## src/design/adta_pkg.sv

```systemverilog
// Package: shared constants, types and constant functions of the depth-to-altitude block.
package adta_pkg;

    localparam int DEPTH_W         = 27;
    localparam int DEPTH_FRAC_BITS = 16;
    localparam int HEIGHT_W        = 28;

    // Depth is scaled to units of 1e-10 g/cm2 by a product split into two halves.
    localparam logic [63:0] E10      = 64'd10000000000;
    localparam int          SPLIT    = 17;
    localparam int          HALF_W   = 17;
    localparam logic [HALF_W-1:0] E10_LO = HALF_W'(E10 % (64'd1 << SPLIT));
    localparam logic [HALF_W-1:0] E10_HI = HALF_W'(E10 / (64'd1 << SPLIT));
    localparam int PART_W = DEPTH_W + HALF_W;
    localparam int PROD_W = PART_W + SPLIT;
    localparam int AW     = PROD_W - DEPTH_FRAC_BITS;

    localparam logic [63:0] TOP_E10      = 64'd10120000000000;
    localparam logic [63:0] BOUND1_E10   = 64'd2308269624836;
    localparam logic [63:0] BOUND2_E10   = 64'd94225972083;
    localparam logic [63:0] OFF1_NEG_E10 = 64'd995391872300;
    localparam logic [63:0] SCALE1_E10   = 64'd11120841233223;
    localparam logic [63:0] RATE1_E10    = 64'd1101535373;
    localparam logic [63:0] OFF2_E10     = 64'd14027419991;
    localparam logic [63:0] SCALE2_E10   = 64'd13173859402162;
    localparam logic [63:0] RATE2_E10    = 64'd1586188238;
    localparam logic [63:0] SCALE3_E10   = 64'd7242503723584;
    localparam logic [63:0] RATE3_E10    = 64'd1350052403;
    localparam logic [63:0] LN2_NUM      = (64'd693147180560 * 64'd10000) << 6;

    localparam int LOG_FRAC = 28;
    localparam int P_W      = 6;
    localparam int M_W      = 31;
    localparam int LOG_W    = P_W + LOG_FRAC;
    localparam int K_W      = 30;
    localparam logic [LOG_W-1:0] D_LIMIT = LOG_W'(64'd32 << LOG_FRAC);
    localparam logic [HEIGHT_W-1:0] HEIGHT_MAX = HEIGHT_W'(140000000);

    localparam logic [K_W-1:0] K1 = K_W'(LN2_NUM / RATE1_E10);
    localparam logic [K_W-1:0] K2 = K_W'(LN2_NUM / RATE2_E10);
    localparam logic [K_W-1:0] K3 = K_W'(LN2_NUM / RATE3_E10);

    typedef enum logic [1:0] {
        LAYER_LOW  = 2'd0,
        LAYER_MID  = 2'd1,
        LAYER_HIGH = 2'd2
    } layer_t;

    typedef struct packed {
        logic   invalid;
        logic   force_max;
        logic   force_zero;
        layer_t layer;
    } side_t;

    // Same binary log as the hardware chain, evaluated at elaboration for the scales.
    function automatic logic [LOG_W-1:0] log2_const(input logic [63:0] v);
        logic [5:0]  p;
        logic [63:0] m;
        logic [27:0] frac;
        p = 6'd0;
        frac = 28'd0;
        for (int i = 0; i < 64; i++) begin
            if (v[i]) begin
                p = 6'(i);
            end
        end
        if (p >= 6'd30) begin
            m = v >> (p - 6'd30);
        end else begin
            m = v << (6'd30 - p);
        end
        for (int j = 0; j < LOG_FRAC; j++) begin
            m = (m * m) >> 30;
            frac = {frac[26:0], 1'b0};
            if (m >= (64'd1 << 31)) begin
                m = m >> 1;
                frac[0] = 1'b1;
            end
        end
        return {p, frac};
    endfunction

    localparam logic [LOG_W-1:0] LS1 = log2_const(SCALE1_E10);
    localparam logic [LOG_W-1:0] LS2 = log2_const(SCALE2_E10);
    localparam logic [LOG_W-1:0] LS3 = log2_const(SCALE3_E10);

endpackage

```

## src/design/adta_scale.sv

```systemverilog
// Back end: log difference, scaling to millimetres and saturation.
module adta_scale (
    input  logic                             clk,
    input  logic                             rst_n,
    input  logic                             en,
    input  logic                             l_valid,
    input  logic [adta_pkg::LOG_W-1:0]       l_val,
    input  adta_pkg::side_t                  l_side,
    output logic                             h_valid,
    output logic [adta_pkg::HEIGHT_W-1:0]    h_val,
    output logic                             h_invalid
);

    localparam int PP_W = adta_pkg::SPLIT + adta_pkg::K_W;

    logic [adta_pkg::LOG_W-1:0]    ls, d_next, d_reg;
    logic [adta_pkg::K_W-1:0]      k, k_reg;
    adta_pkg::side_t               sa_reg, sb_reg;
    logic                          va_reg, vb_reg, vc_reg;
    logic [PP_W-1:0]               pl_reg, ph_reg;
    logic [63:0]                   total;
    logic [29:0]                   h_full;
    logic [adta_pkg::HEIGHT_W-1:0] h_next, h_reg;
    logic                          inv_reg;

    always_comb
    begin
        unique case (l_side.layer)
            adta_pkg::LAYER_HIGH: begin
                ls = adta_pkg::LS1;
                k  = adta_pkg::K1;
            end
            adta_pkg::LAYER_MID: begin
                ls = adta_pkg::LS2;
                k  = adta_pkg::K2;
            end
            default: begin
                ls = adta_pkg::LS3;
                k  = adta_pkg::K3;
            end
        endcase
        if (ls <= l_val) begin
            d_next = '0;
        end else if (ls - l_val > adta_pkg::D_LIMIT) begin
            d_next = adta_pkg::D_LIMIT;
        end else begin
            d_next = ls - l_val;
        end
    end

    assign total  = {ph_reg, {adta_pkg::SPLIT{1'b0}}} + 64'(pl_reg) + (64'd1 << 33);
    assign h_full = total[63:34];

    always_comb
    begin
        priority if (sb_reg.force_max) begin
            h_next = adta_pkg::HEIGHT_MAX;
        end else if (sb_reg.force_zero) begin
            h_next = '0;
        end else if (h_full > 30'(adta_pkg::HEIGHT_MAX)) begin
            h_next = adta_pkg::HEIGHT_MAX;
        end else begin
            h_next = h_full[adta_pkg::HEIGHT_W-1:0];
        end
    end

    always_ff @(posedge clk or negedge rst_n)
    begin
        if (!rst_n) begin
            va_reg <= 1'b0;
            vb_reg <= 1'b0;
            vc_reg <= 1'b0;
        end else if (en) begin
            va_reg <= l_valid;
            vb_reg <= va_reg;
            vc_reg <= vb_reg;
        end
    end

    always_ff @(posedge clk)
    begin
        if (en) begin
            d_reg   <= d_next;
            k_reg   <= k;
            sa_reg  <= l_side;
            pl_reg  <= PP_W'(d_reg[adta_pkg::SPLIT-1:0]) * PP_W'(k_reg);
            ph_reg  <= PP_W'(d_reg[adta_pkg::LOG_W-1:adta_pkg::SPLIT]) * PP_W'(k_reg);
            sb_reg  <= sa_reg;
            h_reg   <= h_next;
            inv_reg <= sb_reg.invalid;
        end
    end

    assign h_valid   = vc_reg;
    assign h_val     = h_reg;
    assign h_invalid = inv_reg;

endmodule

```

## config.mk

```make
export PLATFORM = sky130hd
export DESIGN_NAME = adta_scale
export DESIGN_NICKNAME = d
export VERILOG_FILES = /design/src/design/adta_pkg.sv /design/src/design/adta_scale.sv
export SDC_FILE = /design/constraint.sdc
export NUM_CORES = 2
export LEC_CHECK = 0
export BUFFER_PORTS_ARGS = -buffer_cell sky130_fd_sc_hd__clkbuf_2
export CORE_MARGIN = 2
export CORE_UTILIZATION = 40
export CTS_BUF_LIST = sky130_fd_sc_hd__clkbuf_16
export DETAILED_ROUTE_END_ITERATION = 12
export SLEW_MARGIN = 20
export SYNTH_ARGS = -nofsm -noshare
export SYNTH_HDL_FRONTEND = slang
export SYNTH_SLANG_ARGS = --single-unit
```

## constraint.sdc

```tcl
create_clock -name clk -period 7.19 [get_ports clk]
set_clock_uncertainty 0.05 [all_clocks]
set_input_delay 1.438 -clock clk [delete_from_list [all_inputs] [get_ports clk]]
set_output_delay 1.438 -clock clk [all_outputs]
set_load 0.02 [all_outputs]
```

Word-level counts from Yosys, hierarchy flattened --
Index checks and enable logic that the tools add are counted.
Word-level totals: register bits 196, latch bits 0, RAM bits 0, memory bits (read-only) 0, input bits 43, output and inout bits 30, logic and storage cells 34, memories 0
Cells by class: add/subtract/negate cells 3, $mul 2, divide/modulo/power cells 0, magnitude comparators 3, equality and inequality tests 2, shifts and indexed selects 0, muxes and demuxes 5, bitwise gates (word level) 0, reduce and logical (&&, ||, !) cells 2
Operators by type and width (number):
- $mul A17 B30 Y47 | 2
- $add A64 B34 Y64 const B | 1
- $add A64 B47 Y64 | 1
- $pmux W29 S2 | 1
- $mux W28 | 2
- $pmux W28 S2 | 1
- $gt A34 B34 Y1 const B | 1
- $le A34 B34 Y1 | 1
- $mux W34 | 1
- $sub A34 B34 Y34 | 1
- $gt A30 B28 Y1 const B | 1
- $reduce_or A3 Y1 | 1
- $eq A2 B1 Y1 const B | 1
- $eq A2 B2 Y1 const B | 1
- $reduce_or A2 Y1 | 1

Longest topological paths before layout --
depth in word-level cells 5, mapped depth 29

Least setup slack after synthesis --
OpenSTA, ideal clock, no wires.
kind register to register, start point register k_reg[21] in the netlist's numbering, end point register ph_reg[44] (data pin), library setup time 0.262 ns, arrival 6.922 ns, path slack -0.044 ns, stages on the path, launching flop included 28, path buffers 3, period minus slack after synthesis 7.234 ns, cell sequence edfxtp_1 buf_2 clkbuf_1 clkbuf_1 nand2_1 inv_1 fa_1 inv_1 fa_1 inv_1 fa_1 inv_1 fa_1 inv_1 fa_1 fa_1 ha_1 and3_1 a31o_2 a211oi_1 o211ai_1 o31ai_1 o21a_1 o211ai_1 a2111oi_0 or3_1 mux2i_1 nand3_1
Between the ends: cells in the longest elaborated chain, start to end 1
Ends and longest elaborated chain:
- from (decl) | RTL line adta_scale.sv:17 | logic [adta_pkg::K_W-1:0] k, k_reg;
- from (signal assigned) | RTL line adta_scale.sv:84 | k_reg <= k;
- $mul A17 B30 Y47 | RTL line adta_scale.sv:87 | ph_reg <= PP_W'(d_reg[adta_pkg::LOG_W-1:adta_pkg::SPLIT]) * PP_W'(k_reg);
- to (signal assigned) | RTL line adta_scale.sv:87
- to (decl) | RTL line adta_scale.sv:20 | logic [PP_W-1:0] pl_reg, ph_reg;
No other way between the ends. A chain may end at the register's enable or synchronous reset.

Worst setup path after layout --
start point register k_reg[21] in the netlist's numbering, end point register ph_reg[42] (data pin)
The elaborated chain is that of the path after synthesis.

==> impl_metrics.toml <==
[outcome]
status = "complete, no violations"

[cells_and_area]
multiInputGateArea_um2 = 25400
final_nets = 4694
final.fill_count = 8034
utilization_pct = 44.8
layout-drive-gt1-share_pct = 10.9
regArea_um2 = 4610
final_area_um2 = 37300
largest_reg_flops = 47
fin_cells = 4647
antenna_cells = 0
area_delta_synth_final_pct = 11.5

[yosys]
synthArstFlopShare_pct = 1.95
synthTopCellsByCount = "inv_1 (980), fa_1 (640), ha_1 (457)"
ys_types = 82
ys.flop_type = "edfxtp_1"
yosysSeqAreaShare_pct = 13.8
synth_area_leaders = "fa_1 (38%), ha_1 (17%), edfxtp_1 (14%)"
yosys.area.top_type = "fa_1"
yosys_warnings = 0
netlist.area_leader.share_pct = 38.3
synthCells = 3346
synth_seq_cells = 154
synth_nets = 4486
yosys.cell_count.top_type = "inv_1"
synth_edf_count = 151
syn_area_per_cell_um2 = 10.0
syn_area_um2 = 33500

[cts]
clkLatencyLatePin_ns = 0.49
cts_buffers = 17
clk_pin_slew_ns = 0.08
cts_tree = "done"
cts_buffer_depth = 2
holdBufCountCts = 0
h-tree-depth = 4
cts-root-buf = "clkbuf_16"
clock-sinks = 154

[global_route]
grt_busiest_layer = "met2"
grt_max_degree = 93
overflow = 0
grt_use_total_pct = 21.8
met1_usage_pct = 31.8
grt_pass1_vias = 24100
antenna_found_initial = 1
grt_use_met3_pct = 6.13
grtUsageMet2_pct = 32.0
grt_first_pass_wirelength_um = 141000

[die]
initial_utilization_pct = 40.2
die_h_um = 293
rows = 106
die_x_um = 293
die_area_um2 = 86000
coreArea_um2 = 83300
io_pins = 73

[timing]
fin_crit_sh_pct = 98.0
hold_violations = 0
fmax_mhz = 142
worst_pin_slew_ns = 0.925
finalSetupViolCount = 0
relSlewSlack_pct = 37.9
fin_crit_ns = 7.05
rsz0062_at_grt = "true"
drv_slew = 0
tns_ns = 0

[routing]
drt_iter0_markers = 1643
post_drt_wl_per_cell_um = 19.5
ant_nets = 0
wl_um = 90500
drc = 0
via_per_inst = 4.90
vias = 22800
first_pass_iters = 5

[worst_setup_path]
startpoint_type = "register"
end_kind = "register"
arrival_ns = 7.23
worstPathMaxFanout = 6
crit_type = "reg -> reg"
worstPathRequired_ns = 7.37

[run]
max_cap_viol_count = 0

[placement]
place.port_buffers = 72
gp_congestion = 0.964
dpl.cell_count = 4584
place_area_um2 = 36000
place_hpwl_um = 80300

[worst_hold_path]
hold_class = "reg -> reg"
what timing repair did:
| action | in CTS | in global routing |
|---|---|---|
| resized for setup | 0 | 113 |
| setup buffers | 0 | 31 |
| setup endpoints to repair | 0 | 22 |
through the flow:
| step | setup WS [ns] | hold WS (ns) |
|---|---|---|
| 2_1_floorplan | 0.0456 | 0.350 |
| 3_3_place_gp | 0.147 | 0.350 |
| 3_5_place_dp | 0.0461 | 0.355 |
| 4_1_cts | 0.0211 | 0.365 |
| 5_1_grt | -0.0511 | 0.380 |
| 6_report | 0.145 | 0.363 |
cell families after synthesis:
logic type	synth area share (%)
simple gates	8.32
xor+xnor	3.51
flops	13.8
fa+ha+maj	55.4
mux	0.288
compound gates	7.26
buf+inv	11.5
routing by layer:
metal  vias up  wire (µm)
li1      10800          -
met1     11100      42800
met2       727      38100
met3        95       7430
met4         2       2130
met5         -         12
cell usage in the layout, fill, tap and decap left out, types with 13 or more instances in the layout:
| cell | count |
|---|---|
| nand3_1 | 39 |
| ha_1 | 449 |
| nor3_1 | 26 |
| nor2b_1 | 20 |
| o21a_1 | 15 |
| nand4_1 | 14 |
| nor2_1 | 103 |
| inv_2 | 14 |
| a21oi_1 | 110 |
| fa_1 | 634 |
| o21ai_0 | 44 |
| xor2_1 | 43 |
| xnor2_1 | 89 |
| o21bai_1 | 13 |
| a211oi_1 | 13 |
| nand2_1 | 194 |
| a21o_1 | 47 |
| buf_4 | 146 |
| nand2b_1 | 28 |
| clkbuf_16 | 18 |
| inv_1 | 964 |
| o211ai_1 | 17 |
| and3_1 | 17 |
| clkbuf_2 | 71 |
| and2_1 | 53 |
| edfxtp_1 | 151 |
final cells by class:
type	count	share of cell area (%)
multi-input combinational	2173	68.1
sequential	154	12.4
inverter	980	9.88
timing repair buffer	228	4.37
tap	1080	3.62
clock buffer	17	1.14
clock inverter	15	0.496
critical path, stage by stage (launching register included):
cell and delay, ns:
edfxtp_1 0.48, buf_8 0.19, buf_4 0.16, nand2_1 0.09, inv_1 0.11, a22oi_1 0.42
ha_1 0.33, fa_1 0.49, fa_1 0.54, fa_1 0.45, fa_1 0.58, inv_1 0.08
fa_1 0.47, inv_1 0.04, ha_1 0.29, and3_4 0.20, and3_4 0.20, a31o_2 0.14
o22a_1 0.17, o31ai_4 0.08, o21a_1 0.21, o211ai_1 0.24, a2111oi_1 0.12, or3_1 0.37
buf_4 0.16, xnor2_1 0.12
path summary, 6_finish.rpt:
check,from,to,slack (ns),depth (start not counted)
worst min register to register,sa_reg[3],sb_reg[3],0.36,0
worst min-delay path,sa_reg[3],sb_reg[3],0.36,0
worst max-delay path,k_reg[21],ph_reg[42],0.14,25
worst max register to register,k_reg[21],ph_reg[42],0.14,25
min in group asynchronous,rst_n,va_reg,0.69,1
max in group asynchronous,rst_n,vb_reg,6.30,1
Power is not shown: default switching activity piles up to over one toggle a cycle in this logic, so the estimate is an artifact.
