==> config.mk <==
export PLATFORM = sky130hd
export DESIGN_NAME = adta_front
export DESIGN_NICKNAME = d
export VERILOG_FILES = /design/src/design/adta_pkg.sv /design/src/design/adta_front.sv
export SDC_FILE = /design/constraint.sdc
export NUM_CORES = 1
export LEC_CHECK = 0
export BUFFER_PORTS_ARGS = -buffer_cell sky130_fd_sc_hd__buf_2
export CAP_MARGIN = 10
export CORE_ASPECT_RATIO = 0.7
export CORE_MARGIN = 2
export CORE_UTILIZATION = 47
export CTS_CLUSTER_DIAMETER = 60
export DETAILED_ROUTE_END_ITERATION = 8
export GPL_TIMING_DRIVEN = 0
export SLEW_MARGIN = 30
export SYNTH_ARGS = -nofsm -noshare
export SYNTH_HDL_FRONTEND = slang
export SYNTH_SLANG_ARGS = --single-unit
==> constraint.sdc <==
create_clock -name clk -period 11.2 [get_ports clk]
set_input_delay 1.12 -clock clk [delete_from_list [all_inputs] [get_ports clk]]
set_output_delay 1.12 -clock clk [all_outputs]
set_load 0.02 [all_outputs]
==> src/design/adta_pkg.sv <==
// Package: shared constants, types and constant functions of the depth-to-altitude block.
package adta_pkg;

    localparam int DEPTH_W         = 27;
    localparam int DEPTH_FRAC_BITS = 16;
    localparam int HEIGHT_W        = 28;

    // Depth is scaled to units of 1e-10 g/cm2 by a product split into two halves.
    localparam logic [63:0] E10      = 64'd10000000000;
    localparam int          SPLIT    = 17;
    localparam int          HALF_W   = 17;
    localparam logic [HALF_W-1:0] E10_LO = HALF_W'(E10 % (64'd1 << SPLIT));
    localparam logic [HALF_W-1:0] E10_HI = HALF_W'(E10 / (64'd1 << SPLIT));
    localparam int PART_W = DEPTH_W + HALF_W;
    localparam int PROD_W = PART_W + SPLIT;
    localparam int AW     = PROD_W - DEPTH_FRAC_BITS;

    localparam logic [63:0] TOP_E10      = 64'd10120000000000;
    localparam logic [63:0] BOUND1_E10   = 64'd2308269624836;
    localparam logic [63:0] BOUND2_E10   = 64'd94225972083;
    localparam logic [63:0] OFF1_NEG_E10 = 64'd995391872300;
    localparam logic [63:0] SCALE1_E10   = 64'd11120841233223;
    localparam logic [63:0] RATE1_E10    = 64'd1101535373;
    localparam logic [63:0] OFF2_E10     = 64'd14027419991;
    localparam logic [63:0] SCALE2_E10   = 64'd13173859402162;
    localparam logic [63:0] RATE2_E10    = 64'd1586188238;
    localparam logic [63:0] SCALE3_E10   = 64'd7242503723584;
    localparam logic [63:0] RATE3_E10    = 64'd1350052403;
    localparam logic [63:0] LN2_NUM      = (64'd693147180560 * 64'd10000) << 6;

    localparam int LOG_FRAC = 28;
    localparam int P_W      = 6;
    localparam int M_W      = 31;
    localparam int LOG_W    = P_W + LOG_FRAC;
    localparam int K_W      = 30;
    localparam logic [LOG_W-1:0] D_LIMIT = LOG_W'(64'd32 << LOG_FRAC);
    localparam logic [HEIGHT_W-1:0] HEIGHT_MAX = HEIGHT_W'(140000000);

    localparam logic [K_W-1:0] K1 = K_W'(LN2_NUM / RATE1_E10);
    localparam logic [K_W-1:0] K2 = K_W'(LN2_NUM / RATE2_E10);
    localparam logic [K_W-1:0] K3 = K_W'(LN2_NUM / RATE3_E10);

    typedef enum logic [1:0] {
        LAYER_LOW  = 2'd0,
        LAYER_MID  = 2'd1,
        LAYER_HIGH = 2'd2
    } layer_t;

    typedef struct packed {
        logic   invalid;
        logic   force_max;
        logic   force_zero;
        layer_t layer;
    } side_t;

    // Same binary log as the hardware chain, evaluated at elaboration for the scales.
    function automatic logic [LOG_W-1:0] log2_const(input logic [63:0] v);
        logic [5:0]  p;
        logic [63:0] m;
        logic [27:0] frac;
        p = 6'd0;
        frac = 28'd0;
        for (int i = 0; i < 64; i++) begin
            if (v[i]) begin
                p = 6'(i);
            end
        end
        if (p >= 6'd30) begin
            m = v >> (p - 6'd30);
        end else begin
            m = v << (6'd30 - p);
        end
        for (int j = 0; j < LOG_FRAC; j++) begin
            m = (m * m) >> 30;
            frac = {frac[26:0], 1'b0};
            if (m >= (64'd1 << 31)) begin
                m = m >> 1;
                frac[0] = 1'b1;
            end
        end
        return {p, frac};
    endfunction

    localparam logic [LOG_W-1:0] LS1 = log2_const(SCALE1_E10);
    localparam logic [LOG_W-1:0] LS2 = log2_const(SCALE2_E10);
    localparam logic [LOG_W-1:0] LS3 = log2_const(SCALE3_E10);

endpackage

==> src/design/adta_front.sv <==
// Front end: depth scaling, layer selection and log argument.
module adta_front (
    input  logic                          clk,
    input  logic                          rst_n,
    input  logic                          en,
    input  logic                          in_valid,
    input  logic [adta_pkg::DEPTH_W-1:0]  depth,
    output logic                          a_valid,
    output logic [adta_pkg::AW-1:0]       a_val,
    output adta_pkg::side_t               a_side
);

    logic [adta_pkg::PART_W-1:0] pl_reg, ph_reg;
    logic                        v1_reg, zero1_reg;
    logic [adta_pkg::AW-1:0]     g_reg;
    logic                        v2_reg, zero2_reg;
    logic [adta_pkg::AW-1:0]     a_reg, a_next;
    adta_pkg::side_t             side_reg, side_next;
    logic                        v3_reg;
    logic [adta_pkg::PROD_W-1:0] sum;
    logic [adta_pkg::PROD_W-1:0] g_full;
    logic [63:0]                 g64;
    logic                        top;

    assign sum    = {ph_reg, {adta_pkg::SPLIT{1'b0}}}
                  + {{adta_pkg::SPLIT{1'b0}}, pl_reg};
    assign g_full = sum >> adta_pkg::DEPTH_FRAC_BITS;
    assign g64    = 64'(g_reg);
    assign top    = g64 > adta_pkg::TOP_E10;

    always_comb
    begin
        side_next.invalid    = zero2_reg;
        side_next.force_zero = !zero2_reg && top;
        if (g64 > adta_pkg::BOUND1_E10) begin
            a_next          = adta_pkg::AW'(g64 + adta_pkg::OFF1_NEG_E10);
            side_next.layer = adta_pkg::LAYER_HIGH;
        end else if (g64 > adta_pkg::BOUND2_E10) begin
            a_next          = adta_pkg::AW'(g64 - adta_pkg::OFF2_E10);
            side_next.layer = adta_pkg::LAYER_MID;
        end else begin
            a_next          = g_reg;
            side_next.layer = adta_pkg::LAYER_LOW;
        end
        side_next.force_max = zero2_reg || (!top && a_next == '0);
    end

    always_ff @(posedge clk or negedge rst_n)
    begin
        if (!rst_n) begin
            v1_reg <= 1'b0;
            v2_reg <= 1'b0;
            v3_reg <= 1'b0;
        end else if (en) begin
            v1_reg <= in_valid;
            v2_reg <= v1_reg;
            v3_reg <= v2_reg;
        end
    end

    always_ff @(posedge clk)
    begin
        if (en) begin
            pl_reg    <= adta_pkg::PART_W'(depth) * adta_pkg::PART_W'(adta_pkg::E10_LO);
            ph_reg    <= adta_pkg::PART_W'(depth) * adta_pkg::PART_W'(adta_pkg::E10_HI);
            zero1_reg <= depth == '0;
            g_reg     <= g_full[adta_pkg::AW-1:0];
            zero2_reg <= zero1_reg;
            a_reg     <= a_next;
            side_reg  <= side_next;
        end
    end

    assign a_valid = v3_reg;
    assign a_val   = a_reg;
    assign a_side  = side_reg;

endmodule

After elaboration in Yosys (flattened, before gate mapping) --
Index checks and enable logic that the tools add are counted.
Operators by class: add/subtract/negate cells 3, multiply operators 2, magnitude comparators 3, multiplexer cells 3, reductions and logical operators 7
Operators by type and width (count):
- 45-bit 2-to-1 mux | 2
- 61-bit by 44-bit adder with 61-bit output | 1
- 45-bit by 40-bit adder with 45-bit output, second input constant | 1
- 45-bit by 37-bit greater-than comparator with 1-bit output, second input constant | 1
- 45-bit by 42-bit greater-than comparator with 1-bit output, second input constant | 1
- 45-bit by 44-bit greater-than comparator with 1-bit output, second input constant | 1
- 45-bit zero test | 1
- 45-bit by 34-bit subtractor with 45-bit output, second input constant | 1
- 27-bit by 17-bit multiplier with 44-bit output, second input constant | 1
- 27-bit by 7-bit multiplier with 34-bit output, second input constant | 1
- 27-bit zero test | 1
- 1-bit logical AND | 2
- 1-bit zero test | 2
- 1-bit logical OR | 1
- 1-bit 2-to-1 mux | 1
Storage, ports and cells: register bits after elaboration 178, input port bits 31, output and inout bits 51, word-level logic and storage cells 31

Longest topological paths before layout --
Gate-level depths: netlist of run 1.
depth in word-level cells 6, gate-level depth with buffers 22, gate-level depth less buffers 22

Least setup slack after synthesis of run 1 --
Ideal clock, no wire load.
path kind input to register, start point input depth[8] (netlist name), end point register ph_reg[42] (netlist name) (data pin), setup time 0.258 ns, arrival 6.048 ns, required time 10.942 ns, slack 4.894 ns, cell stages on the path 20, path buffers 0, cells stage by stage ha_1 > ha_1 > fa_1 > fa_1 > inv_1 > fa_1 > fa_1 > inv_1 > ha_1 > a21oi_1 > o21ai_0 > a211oi_1 > and2_1 > a211oi_1 > o41ai_1 > a21oi_1 > nor4_1 > o41ai_1 > a21oi_1 > xnor2_1
Between the ends: longest elaborated chain between the ends 1
Ends and longest elaborated chain:
- start: declaration | line adta_front.sv:7 | input logic [adta_pkg::DEPTH_W-1:0] depth,
- 27-bit by 17-bit multiplier with 44-bit output | line adta_front.sv:65 | ph_reg <= adta_pkg::PART_W'(depth) * adta_pkg::PART_W'(adta_pkg::E10_HI);
- end signal: assignment | line adta_front.sv:65
- end: declaration | line adta_front.sv:13 | logic [adta_pkg::PART_W-1:0] pl_reg, ph_reg;
No other way between the ends. A chain may end at the register's enable or synchronous reset.

Final worst setup path of run 1 --
start point input depth[6] (netlist name), end point register ph_reg[43] (netlist name) (data pin)
The elaborated chain is that of the path after synthesis.

==> results of run 1 <==
[kinds of logic (layout without fill, tap and decap cells)]
kind of cell    after synthesis  count (layout)  synth area share (%)
buf+inv                     359             474                  7.30
mux                           5               5                 0.286
fa+ha+maj                   456             456                  36.4
flops                       172             172                  27.4
xor+xnor                    137             137                  6.38
compound gates              329             329                  11.6
simple gates                375             375                  10.6
[cell type report]
class | count | area [µm²]
Clock buffer | 18 | 429
Sequential cell | 172 | 5150
Inverter | 320 | 1200
Multi-Input combinational cell | 1302 | 12300
Buffer | 39 | 173
Timing Repair Buffer | 83 | 448
Clock inverter | 14 | 169
Tap cell | 535 | 669
Fill cell | 3632 | 19100
[synth_stat cells (9+ instances only)]
cell type	count
sky130_fd_sc_hd__a21oi_1	87
sky130_fd_sc_hd__fa_1	152
sky130_fd_sc_hd__ha_1	304
sky130_fd_sc_hd__nor3_1	41
sky130_fd_sc_hd__xnor2_1	89
sky130_fd_sc_hd__nand4_1	24
sky130_fd_sc_hd__xor2_1	48
sky130_fd_sc_hd__and3_1	15
sky130_fd_sc_hd__inv_1	318
sky130_fd_sc_hd__o211ai_1	12
sky130_fd_sc_hd__a211oi_1	11
sky130_fd_sc_hd__nor2_1	84
sky130_fd_sc_hd__o21ai_0	58
sky130_fd_sc_hd__clkbuf_1	27
sky130_fd_sc_hd__nand2_1	71
sky130_fd_sc_hd__nand3_1	30
sky130_fd_sc_hd__a31oi_1	13
sky130_fd_sc_hd__edfxtp_1	169
sky130_fd_sc_hd__nor2b_1	11
sky130_fd_sc_hd__a31o_2	9
sky130_fd_sc_hd__and2_1	10
sky130_fd_sc_hd__o21a_1	19
sky130_fd_sc_hd__or3_1	11
sky130_fd_sc_hd__o21bai_1	12
sky130_fd_sc_hd__a21o_1	43
sky130_fd_sc_hd__nand2b_1	13
[worst max path at each step]
stage | end | depth (start not counted)
6_report | ph_reg[43] | 21
5_1_grt | ph_reg[43] | 19
4_1_cts | ph_reg[43] | 21
3_5_place_dp | ph_reg[43] | 21
3_3_place_gp | ph_reg[43] | 19
2_1_floorplan | ph_reg[42] | 20
[critical path: stages]
cell and delay [ns]:
sky130_fd_sc_hd__buf_2 0.32, sky130_fd_sc_hd__ha_1 0.34, sky130_fd_sc_hd__ha_1 0.29, sky130_fd_sc_hd__inv_1 0.05, sky130_fd_sc_hd__fa_1 0.53, sky130_fd_sc_hd__inv_1 0.06, sky130_fd_sc_hd__fa_1 0.53, sky130_fd_sc_hd__inv_1 0.06
sky130_fd_sc_hd__fa_1 0.54, sky130_fd_sc_hd__inv_1 0.06, sky130_fd_sc_hd__fa_1 0.42, sky130_fd_sc_hd__ha_1 0.38, sky130_fd_sc_hd__nand4_1 0.20, sky130_fd_sc_hd__a21oi_1 0.18, sky130_fd_sc_hd__nand3_1 0.14, sky130_fd_sc_hd__o311ai_0 0.58
sky130_fd_sc_hd__a21oi_1 0.23, sky130_fd_sc_hd__o41ai_1 0.53, sky130_fd_sc_hd__a21oi_1 0.21, sky130_fd_sc_hd__o21ai_0 0.25, sky130_fd_sc_hd__xor2_1 0.10
[metal layers]
layer	up-vias	share of wire [%]
li1	6587	-
met1	6319	51
met2	293	43
met3	49	3.8
met4	0	2.0
met5	-	0
[power by group through the flow]
stage	Sequential (µW)	Combinational [µW]	Clock, µW
after floorplan	1450	2890	0
after global placement	1390	4030	0
after detailed placement	1400	4050	0
after CTS	1390	4080	603
after global routing	1420	4610	624
final	1380	4080	590
[through the flow]
stage	cell area [µm²]	hold WS (ns)	util (%)
6_report	20500	0.436	51.8
3_5_place_dp	19900	0.407	50.3
2_1_floorplan	18800	0.400	-
3_3_place_gp	19900	0.410	50.2
4_1_cts	20500	0.434	51.8
5_1_grt	20500	0.454	51.8
[cell usage in the layout (no fill, tap or decap), types with 8 or more instances in the layout]
cell	Yosys	routed
sky130_fd_sc_hd__inv_1	318	318
sky130_fd_sc_hd__ha_1	304	304
sky130_fd_sc_hd__edfxtp_1	169	169
sky130_fd_sc_hd__fa_1	152	152
sky130_fd_sc_hd__xnor2_1	89	89
sky130_fd_sc_hd__a21oi_1	87	87
sky130_fd_sc_hd__buf_2	7	87
sky130_fd_sc_hd__nor2_1	84	84
sky130_fd_sc_hd__nand2_1	71	71
sky130_fd_sc_hd__o21ai_0	58	58
sky130_fd_sc_hd__xor2_1	48	48
sky130_fd_sc_hd__a21o_1	43	43
sky130_fd_sc_hd__nor3_1	41	41
sky130_fd_sc_hd__nand3_1	30	30
sky130_fd_sc_hd__clkbuf_1	27	28
sky130_fd_sc_hd__nand4_1	24	24
sky130_fd_sc_hd__o21a_1	19	19
sky130_fd_sc_hd__clkbuf_16	0	17
sky130_fd_sc_hd__and3_1	15	15
sky130_fd_sc_hd__nand2b_1	13	13
sky130_fd_sc_hd__a31oi_1	13	13
sky130_fd_sc_hd__o21bai_1	12	12
sky130_fd_sc_hd__o211ai_1	12	12
sky130_fd_sc_hd__a211oi_1	11	11
sky130_fd_sc_hd__nor2b_1	11	11
sky130_fd_sc_hd__or3_1	11	11
sky130_fd_sc_hd__and2_1	10	10
sky130_fd_sc_hd__a31o_2	9	9
sky130_fd_sc_hd__nor3b_1	8	8
sky130_fd_sc_hd__nor4_1	8	8
==> metrics.md, run 1 <==
| Metric | Value |
|---|---|
| Initial cell density of the core | `47.5%` |
| Critical register-to-register path startpoint | `g_reg[3]` |
| Unrepaired setup endpoints after global routing | `false` |
| Largest area contributor in the synthesized netlist | `sky130_fd_sc_hd__edfxtp_1` |
| Required time reported for the critical path endpoint | `11.38 ns` |
| Met1 Use GR | `31.3%` |
| Final Total Pwr | `6050 µW` |
| Iter 0 DRT Violations | `902` |
| Critical hold path startpoint | `pl_reg[16]` |
| Total congestion overflow after global routing | `0` |
| DR vias/cell | `5.34` |
| Detailed-placement wirelength estimate | `35.4 mm` |
| Sink count of the clock tree | `172` |
| Clock period minus final worst setup slack | `6.95 ns` |
| Library cells used by synthesis | `81` |
| Number of enable-type register cells in the synthesized netlist | `169` |
| Horiz. Die Dim | `243 µm` |
| Number of top-level pins | `82` |
| Total CTS buffers | `17` |
| Number of standard-cell rows in the floorplan | `61` |
| Max-slew violations | `0` |
| Setup slack, reg-to-reg | `6.40 ns` |
| Worst reg2reg endpoint | `a_side[3]` |
| Final cell count without fillers | `2483` |
| Highest achievable clock rate | `144 MHz` |
| Core area | `39600 µm²` |
| Yosys top cell area share | `27.0%` |
| Comb pwr share | `67.4%` |
| Final setup viols | `0` |
| Result of the run | `complete, no violations` |
| Met3 capacity usage during global routing | `2.22%` |
| Share of power burned in the clock network | `9.7%` |
| Setup WS post-layout | `4.25 ns` |
| Maximum ir drop on the vdd rail | `124 µV` |
| Cells on Worst Hold Path | `0` |
| Inst Count DP | `2450` |
| Number of nets still failing antenna checks after routing | `0` |
| Total of hold buffers inserted after clock tree synthesis | `0` |
| Clock edge transition at the registers on the reported setup and hold paths | `0.07 ns` |
| Number of port buffers | `81` |
| Switching Share | `47.9%` |
| Post-CTS Setup Bufs | `0` |
| Async S/R FF share, synth | `1.74%` |
| Number of nets in the layout | `2422` |
| Combined area of all synthesized cells | `18800 µm²` |
| Number of detailed-routing iterations run before antenna repair | `5` |
| Max H-tree Level | `4` |
| Endpoint, Worst Hold | `g_reg[0]` |
| Max-cap viol count | `0` |
| Transition at the pin with the smallest max-transition slack | `0.746 ns` |
| Resized cells post-CTS | `0` |
| Leak | `0.00957 µW` |
| Global-route wire length before repair | `70.2 mm` |
| Largest driver fanout on the critical path | `9` |
| Weighted congestion reported at the end of routability-driven placement | `0.905` |
| Number of warnings reported in the yosys synthesis log | `0` |
| Number of buffers on the longest clock path | `2` |
| Number of flip-flops and latches in the synthesized netlist | `172` |
| Arrival time at the worst endpoint | `7.13 ns` |
| Portion of the post-synthesis area used by sequential elements | `27.4%` |
| Post-Route Skew | `0.0139 ns` |
| Height of the die | `171 µm` |
| Inserted Diodes | `0` |
| Met2 Resource Use GR | `34.1%` |
| Cells after synthesis | `1833` |
| Internal power | `3150 µW` |
| Period utilisation layout | `62.0%` |
| Setup TNS Final | `0 ns` |
| Net switching power | `2900 µW` |
| Final Routed Wirelength | `43.4 mm` |
| Dpl ws | `3.85 ns` |
| Maximum number of pins on one net before global-route repair | `97` |
| CP startpoint | `depth[6]` |
| Kind of start point of the critical path | `input pin` |
| Syn nets | `2320` |
| Average size of a mapped cell | `10.3 µm²` |
| DRC viols | `0` |
| Most used flip-flop cell after synthesis | `sky130_fd_sc_hd__edfxtp_1` |
| Layout cells sized above 1 | `8.11%` |
| Master cell of the clock root buffer | `sky130_fd_sc_hd__clkbuf_16` |
| Busiest layer in global routing | `met2` |
| Relative contribution of sequential cells to total power | `22.9%` |
| Crit Path Category | `input pin to flip-flop` |
| Hold Vio Cnt, Final | `0` |
| Average routed wire per standard cell | `17.5 µm` |
| Number of vias after detailed routing | `13200` |
| Max-slew headroom at the worst pin | `50.2%` |
| Top post-synthesis cells by area | `sky130_fd_sc_hd__edfxtp_1 27%, sky130_fd_sc_hd__ha_1 20%, sky130_fd_sc_hd__fa_1 16%, sky130_fd_sc_hd__inv_1 6.3%, sky130_fd_sc_hd__xnor2_1 4.1%` |
| Die Area | `41700 µm²` |
| TritonCTS clock tree | `yes` |
| Clock insertion delay at the later pin of the skew report | `0.44 ns` |
| Hold Path Class | `flip-flop to flip-flop` |
| Via count of the first global-routing pass | `13000` |
| Kind of capture point of the worst setup path | `flip-flop` |
| Worst reg-to-reg path cell count | `15` |
| GRT Overall Usage | `21.4%` |
| Number of antenna violations at the first check in global routing | `0` |
| Pwr dens | `294 nW/µm²` |
| Synth-to-layout area growth | `9.16%` |
No activity file was read; power rests on OpenSTA's default activity.
==> run 2: changes to the inputs <==
==> constraint.sdc (replaced) <==
create_clock -name clk -period 6.7 [get_ports clk]
set_input_delay 0.67 -clock clk [delete_from_list [all_inputs] [get_ports clk]]
set_output_delay 0.67 -clock clk [all_outputs]
set_load 0.02 [all_outputs]
==> metrics.md, run 2 (synthesis gave the netlist of run 1 again) <==
| Metric | Value |
|---|---|
| Initial cell density of the core | `47.5% (unchanged)` |
| TritonCTS clock tree | `yes` |
| Number of vias after detailed routing | `13300 (+0.40%)` |
| Master cell of the clock root buffer | `sky130_fd_sc_hd__clkbuf_16` |
| Arrival time at the worst endpoint | `6.53 ns (-0.60 ns)` |
| Synth-to-layout area growth | `9.25% (about the same)` |
| Hold Vio Cnt, Final | `0 (unchanged)` |
| Max-cap viol count | `0 (unchanged)` |
| Maximum ir drop on the vdd rail | `209 µV (+68%)` |
| Clock edge transition at the registers on the reported setup and hold paths | `0.07 ns (about the same)` |
| Period utilisation layout | `94.6%` |
| Pwr dens | `492 nW/µm² (+67%)` |
| Max-slew violations | `0 (unchanged)` |
| Horiz. Die Dim | `243 µm (unchanged)` |
| Hold Path Class | `flip-flop to flip-flop` |
| Max-slew headroom at the worst pin | `50.0% (-0.18 points)` |
| Number of detailed-routing iterations run before antenna repair | `6 (+1)` |
| Average routed wire per standard cell | `17.4 µm (-0.16%)` |
| Number of nets still failing antenna checks after routing | `0 (unchanged)` |
| Number of port buffers | `81 (unchanged)` |
| Inserted Diodes | `0 (unchanged)` |
| Kind of capture point of the worst setup path | `flip-flop` |
| Core area | `39600 µm² (unchanged)` |
| Clock insertion delay at the later pin of the skew report | `0.44 ns (about the same)` |
| Post-CTS Setup Bufs | `0 (unchanged)` |
| Height of the die | `171 µm (unchanged)` |
| Die Area | `41700 µm² (unchanged)` |
| Final setup viols | `0 (unchanged)` |
| Result of the run | `complete, no violations` |
| DR vias/cell | `5.35 (+0.36%)` |
| Transition at the pin with the smallest max-transition slack | `0.748 ns (+0.00265 ns)` |
| Total congestion overflow after global routing | `0 (unchanged)` |
| Fin Hold WS | `0.436 ns (-0.000363 ns)` |
| Total CTS buffers | `17 (unchanged)` |
| Kind of start point of the critical path | `input pin` |
| Post-placement cell area | `19900 µm² (unchanged)` |
| Top library cells by usage in the layout, fill and taps aside | `318 x sky130_fd_sc_hd__inv_1, 304 x sky130_fd_sc_hd__ha_1, 169 x sky130_fd_sc_hd__edfxtp_1, 152 x sky130_fd_sc_hd__fa_1, 89 x sky130_fd_sc_hd__xnor2_1` |
| Crit Path Category | `input pin to flip-flop` |
| Via count of the first global-routing pass | `13000 (+0.039%)` |
| Number of buffers on the longest clock path | `2 (unchanged)` |
| Area of all placed cells without fillers | `20600 µm² (about the same)` |
| Leading cell type in the layout, fill and taps excluded | `sky130_fd_sc_hd__inv_1` |
| Largest driver fanout on the critical path | `10 (+1)` |
| Number of nets in the layout | `2423 (+0.041%)` |
| Post-Route Skew | `0.0141 ns (+0.000190 ns)` |
| Required time reported for the critical path endpoint | `6.89 ns (-4.49 ns)` |
| Weighted congestion reported at the end of routability-driven placement | `0.905 (unchanged)` |
| Number of antenna violations at the first check in global routing | `0 (unchanged)` |
| Layout cells sized above 1 | `8.16% (+0.047 points)` |
| Highest achievable clock rate | `158 MHz` |
| GRT Overall Usage | `21.4% (about the same)` |
| Maximum number of pins on one net before global-route repair | `97 (unchanged)` |
| Global-route wire length before repair | `70.2 mm (about the same)` |
| Clock period minus final worst setup slack | `6.34 ns` |
| Number of top-level pins | `82 (unchanged)` |
| DRC viols | `0 (unchanged)` |
| Leak | `0.00957 µW (about the same)` |
| Number of standard-cell rows in the floorplan | `61 (unchanged)` |
| Number of fill cells | `3632 (unchanged)` |
| Sink count of the clock tree | `172 (unchanged)` |
| Final Routed Wirelength | `43.3 mm (-0.12%)` |
| Max H-tree Level | `4 (unchanged)` |
| Iter 0 DRT Violations | `898 (-0.44%)` |
| Detailed-placement wirelength estimate | `35.4 mm (unchanged)` |
==> run 2: cell types whose count changed in the layout (fill, tap and decap cells not counted), sizes merged <==
cell,before,now
dlygate4sd3,0,1
==> run 2: layout make-up <==
cell class	instances	area [µm²]	area share (%)
plain buffers	39	173	0.840
clock buffers	18	429	2.09
clock inverters	14	169	0.822
inverters	320	1200	5.84
multi-input cells	1302	12300	59.9
flip-flops and latches	172	5150	25.1
well taps	535	669	3.26
repair buffers	84	458	2.23
==> run 2: what timing repair did <==
item | in CTS | in global routing
setup endpoints to repair | 0 | 4
hold buffers | 1 | 0
endpoints found under the hold margin | 3 | 0
gates resized for setup | 0 | 2
==> run 2: metal layers <==
layer  vias to the layer above  track usage, %  share of wire (%)
li1                       6595               -                  -
met1                      6333            31.3                 50
met2                       319            34.1                 43
met3                        54            2.22                4.3
met4                         0            5.52                2.1
met5                         -               0                  0
==> run 2: stage by stage <==
stage                     worst slack [ns]  util, %  TNS (ns)  std cells  total power, µW
after floorplan                      0.844        -         0       1833             7250
after global placement              -0.161     50.2    -0.436       2449             9060
after detailed placement            -0.196     50.3    -0.521       2450             9110
after CTS                            0.240     51.9         0       2483            10100
after global routing               -0.0230     51.9   -0.0230       2484            11100
final                                0.359     51.9         0       2484            10100
==> run 2: critical path: stages <==
cell,delay (ns)
sky130_fd_sc_hd__buf_2,0.32
sky130_fd_sc_hd__ha_1,0.35
sky130_fd_sc_hd__ha_1,0.29
sky130_fd_sc_hd__inv_1,0.05
sky130_fd_sc_hd__fa_1,0.50
sky130_fd_sc_hd__fa_1,0.51
sky130_fd_sc_hd__fa_1,0.54
sky130_fd_sc_hd__inv_1,0.05
sky130_fd_sc_hd__fa_1,0.48
sky130_fd_sc_hd__ha_1,0.41
sky130_fd_sc_hd__a21oi_1,0.09
sky130_fd_sc_hd__o21ai_0,0.28
sky130_fd_sc_hd__a211oi_1,0.11
sky130_fd_sc_hd__a22o_1,0.24
sky130_fd_sc_hd__a211oi_1,0.38
sky130_fd_sc_hd__o41ai_1,0.16
sky130_fd_sc_hd__a21oi_1,0.33
sky130_fd_sc_hd__nor4_2,0.09
sky130_fd_sc_hd__o41ai_1,0.37
sky130_fd_sc_hd__a21oi_1,0.15
sky130_fd_sc_hd__xnor2_1,0.14
==> run 2: worst paths after layout <==
| kind | end | from | cells past startpoint | slack (ns) |
|---|---|---|---|---|
| max | ph_reg[42] | depth[8] | 21 | 0.36 |
| min | g_reg[0] | pl_reg[16] | 0 | 0.44 |
| max reg2reg | a_side[3] | g_reg[40] | 13 | 1.89 |
| min reg2reg | g_reg[0] | pl_reg[16] | 0 | 0.44 |
| max in group asynchronous | v1_reg | rst_n | 2 | 6.04 |
| min in group asynchronous | a_valid | rst_n | 2 | 0.56 |
==> run 2: report_power, final <==
part / leakage (µW) / internal [µW] / switching [µW]
Clock: 0.000287 / 504 / 482
Sequential: 0.00169 / 2070 / 236
Combinational: 0.00760 / 2690 / 4120
Total: 0.00957 / 5270 / 4840
